**src/hdl/ukt_ram.sv**
```systemverilog
// Generic simple dual-port RAM: one write port, one registered read port.
module ukt_ram #(
	parameter int WIDTH = 8,
	parameter int DEPTH = 16
) (
	input  logic                     clk,
	input  logic                     we,
	input  logic [$clog2(DEPTH)-1:0] waddr,
	input  logic [WIDTH-1:0]         wdata,
	input  logic [$clog2(DEPTH)-1:0] raddr,
	output logic [WIDTH-1:0]         rdata
);

	logic [WIDTH-1:0] mem [DEPTH];

	always_ff @(posedge clk) begin
		if (we) begin
			mem[waddr] <= wdata;
		end
		rdata <= mem[raddr];
	end

endmodule

```
**config.mk**
```make
export PLATFORM = sky130hd
export DESIGN_NAME = ukt_ram
export DESIGN_NICKNAME = d
export VERILOG_FILES = /design/src/hdl/ukt_ram.sv
export SDC_FILE = /design/constraint.sdc
export NUM_CORES = 1
export LEC_CHECK = 0
export BUFFER_PORTS_ARGS = -buffer_cell sky130_fd_sc_hd__buf_2
export CAP_MARGIN = 40
export CORE_UTILIZATION = 25
export CTS_CLUSTER_DIAMETER = 60
export DETAILED_ROUTE_END_ITERATION = 12
export GPL_TIMING_DRIVEN = 0
export MAX_ROUTING_LAYER = met4
export PLACE_DENSITY = 0.47
export SLEW_MARGIN = 15
export SYNTH_ARGS = -nofsm -noshare
export SYNTH_HDL_FRONTEND = slang
export SYNTH_SLANG_ARGS = --single-unit
```
**constraint.sdc**
```tcl
create_clock -name clk -period 1.5 [get_ports clk]
set_input_delay 0.15 -clock clk [delete_from_list [all_inputs] [get_ports clk]]
set_output_delay 0.15 -clock clk [all_outputs]
set_load 0.01 [all_outputs]
```
; Yosys cells after proc, flatten, opt, wreduce, memory -nomap -nowiden
; Memories as Yosys holds them, arrays and structs flattened. A register that Yosys moved wholly into a read port is not among the register bits.
; Cells that the tools add are included.
[word_totals]
regBits = 0
mem_bits_rw = 128
wordCells = 3
n_memories = 1
[classes]
mux = 2
[memory_table]
columns = memory, words, word_bits, read_ports, rd_clocked_by_memory_dff, wr, line_no
row1 = mem, 16, 8, 1, 1, 1, 14  ; logic [WIDTH-1:0] mem [DEPTH];
[ops]
columns = cell, n
row1 = 1-bit 2-to-1 mux, 2

; Depth between registers and ports, before layout
[logic_depth]
word_depth = 2
ltp_mapped = 5
ltp_nobuf = 3

; Least setup slack after synthesis
; OpenSTA, ideal clock, no wires.
[synth_timing]
path_type = input to register
startpoint = in waddr[2]
endpoint = mem mem[0][0] (enable)
t_arrival_ns = 1.260
setup_slack_ns = -0.143
cell_stages = 2
cell_sequence = or3b_2 nor3_1
[synth_lines]
columns = element, line_no
row1 = start: declaration, 8  ; input logic [$clog2(DEPTH)-1:0] waddr,
row2 = end: declaration, 14
; Straight into the memory's write port.

==> results.py <==
metrics = {
    "global_route": {
        "antenna_found_initial": 0,
        "gr-total-overflow": 0,
        "track_usage_pct": 11.5,
        "grt_max_degree": 17,
        "grt_pass1_wl_um": 16100,
        "grt_pass1_vias": 2533,
    },
    "timing": {
        "fmax_ghz": 0.681,
        "worst_slack_ps": 32.4,
        "post-route-min-period_ps": 1470,
        "fin_crit_sh_pct": 97.8,
        "hold_violations": 0,
        "hold_ws_ps": 142,
        "tightest_slew_ps": 869,
        "finClkSkew_ps": 5.97,
        "rsz0062_at_grt": "no",
        "setup_viol": 0,
        "slew_viol_final": 0,
        "slew-limit-headroom_pct": 41.9,
    },
    "floorplanning": {
        "core_sq_mm": 0.0202,
        "floorplan.die_area_sq_mm": 0.0212,
        "rows": 52,
        "die_w_um": 145,
        "start_util_pct": 25.4,
        "ios": 26,
        "fp.dieH_um": 145,
    },
    "yosys": {
        "synth-seq-cells": 136,
        "yosysWarningCount": 0,
        "synth_fp_nets": 247,
        "avgSynthCellArea_sq_um": 22.5,
        "ys_types": 19,
        "yosysSeqAreaShare_pct": 77.8,
        "synthTopCellsByArea": "edfxtp_1, mux4_2, mux4_1",
        "syn_area_sq_mm": 0.00515,
        "synth_top_area_share_pct": 74.7,
        "syn_inst": 229,
        "synth_top_area_cell": "edfxtp_1",
    },
    "worst_setup_path": {
        "regToRegSetupSlack_ps": 30,
        "setup.worst_path.start_class": "flip-flop",
        "arrival_ps": 1740,
        "crit_fanout": 1,
        "cp.buffers_inverters": 0,
        "ff2ff_path_depth": 3,
        "slowest_stage": "mux4_2",
        "crit_family": "multiplexers",
        "path_cells": "mux4_2 > a22oi_1 > nand2_1",
        "worstPathRequired_ps": 1770,
        "slowest_delay_ps": 490,
        "end_kind": "flip-flop",
        "timing.rr.start": "mem[6][6]",
        "crit_type": "flip-flop to flip-flop",
        "r2r-end": "rdata[6]",
    },
    "power_and_ir_drop": {
        "p_switching_mw": 1.80,
        "power_frac_comb_pct": 5.1,
        "p_sw_share_pct": 20.6,
        "p_seq_share_pct": 48.7,
        "p_per_area_mw_per_mm2": 1400,
        "intPower_mw": 6.95,
        "power.share.clock_pct": 46.1,
        "p_leak_nw": 2.04,
        "ir_worst_vdd_v": 0.00105,
    },
    "route": {
        "vias": 2415,
        "drt_pass1_iterations": 4,
        "vias_per_cell": 4.30,
        "route.detailed.drc": 0,
        "ant_nets": 0,
        "drt_iter0_markers": 164,
        "wl_um": 11000,
        "wl_per_cell_um": 19.6,
    },
    "layout": {
        "antennaDiodeCount": 0,
        "final_common_cell": "edfxtp_1",
        "nets": 296,
        "final_cell_mix": "edfxtp_1, buf_2, mux4_2",
        "nFillCells": 1945,
        "final_area_sq_mm": 0.00628,
        "syn_to_final_growth_pct": 21.9,
        "drive_above_1_share_pct": 34.0,
    },
    "placement": {
        "place_congestion": 0.788,
        "dpl.hpwl_um": 7180,
        "io_buffers": 24,
        "placed_cell_area_sq_mm": 0.00566,
        "dp_worst_setup_slack_ps": -401,
    },
    "clocking": {
        "clkLatencyLatePin_ps": 410,
        "clock-sinks": 136,
        "cts_buffer_depth": 2,
        "cts_hold_buffers": 0,
        "numCtsBuffers": 17,
        "cts_tree": "built",
        "root_buffer": "clkbuf_16",
        "cts_max_level": 4,
        "cts.clk_slew.worst_paths_ps": 60,
        "post-cts-setup-buffers": 0,
    },
    "hold_path": {
        "hold_class": "input pin to flip-flop",
        "min_to": "mem[6][6]",
        "hold_path_startpoint": "wdata[6]",
        "hold_depth": 1,
    },
    "run": {
        "cap_violations": 0,
    },
    "run_status": {
        "status": "finished clean",
    },
}
-- area by class of cell --
class / count / area, sq um / share of cell area (%)
Multi-Input combinational cell: 83 / 1100 / 17.5
Timing Repair Buffer: 30 / 165 / 2.63
Buffer: 10 / 86.3 / 1.38
Tap cell: 270 / 338 / 5.38
Clock buffer: 21 / 460 / 7.34
Clock inverter: 11 / 124 / 1.97
Sequential cell: 136 / 4000 / 63.8
-- per-layer routing --
metal	track usage, %	share of wire, %	vias up
met3	4.45	8.3	9
met4	3.63	0.87	0
met2	16.7	47	75
li1	-	-	1070
met1	14.7	44	1261
met5	-	0	-
-- worst max path at each step --
stage	startpoint	endpoint	cells past startpoint
after detailed placement	waddr[2]	mem[3][0]	3
after global routing	mem[1][0]	rdata[0]	3
after floorplan	waddr[2]	mem[3][0]	2
after CTS	mem[3][3]	rdata[3]	3
after global placement	waddr[2]	mem[8][1]	3
final	mem[6][6]	rdata[6]	3
-- synth_stat cells, drive strengths merged --
| master | number |
|---|---|
| or3b | 1 |
| buf | 7 |
| clkdlybuf4s25 | 3 |
| mux4 | 32 |
| a22oi | 16 |
| dfxtp | 8 |
| and2b | 1 |
| and2 | 1 |
| nand3b | 2 |
| nor2b | 1 |
| edfxtp | 128 |
| nand3 | 1 |
| nor3 | 4 |
| nor2 | 13 |
| nand2 | 9 |
| nand2b | 2 |
-- state kept, by name, summed over array words and instances (netlist names) --
signal,flops
mem,128
rdata,8
-- power by group through the flow --
stage	Clock, mW	Sequential [mW]	Combinational (mW)
3_3_place_gp	0	4.34	0.434
2_1_floorplan	0	4.36	0.216
5_1_grt	4.28	4.28	0.483
6_report	4.04	4.27	0.448
4_1_cts	4.13	4.27	0.449
3_5_place_dp	0	4.35	0.445
-- cells by family after synthesis --
| group | count (synthesis) | share of synthesized area, % |
|---|---|---|
| buffers and inverters | 10 | 1.68 |
| muxes | 32 | 15.0 |
| DFF | 136 | 77.8 |
| and+or+nand+nor | 35 | 3.18 |
| AOI/OAI and AO/OA | 16 | 2.33 |
-- stage by stage --
stage | util [%] | std cells | power, mW | setup TNS (ps)
6_report | 31.0 | 561 | 8.76 | 0
5_1_grt | 31.0 | 561 | 9.04 | 0
4_1_cts | 30.9 | 559 | 8.84 | 0
3_5_place_dp | 27.9 | 527 | 4.79 | -16400
3_3_place_gp | 27.7 | 523 | 4.78 | -31150
2_1_floorplan | - | 229 | 4.57 | 0
-- repair_timing --
item,in CTS,in global routing
pin swaps,0,1
setup endpoints to repair,2,4
resized for setup,2,4
Power figures use the tool's default switching activity.
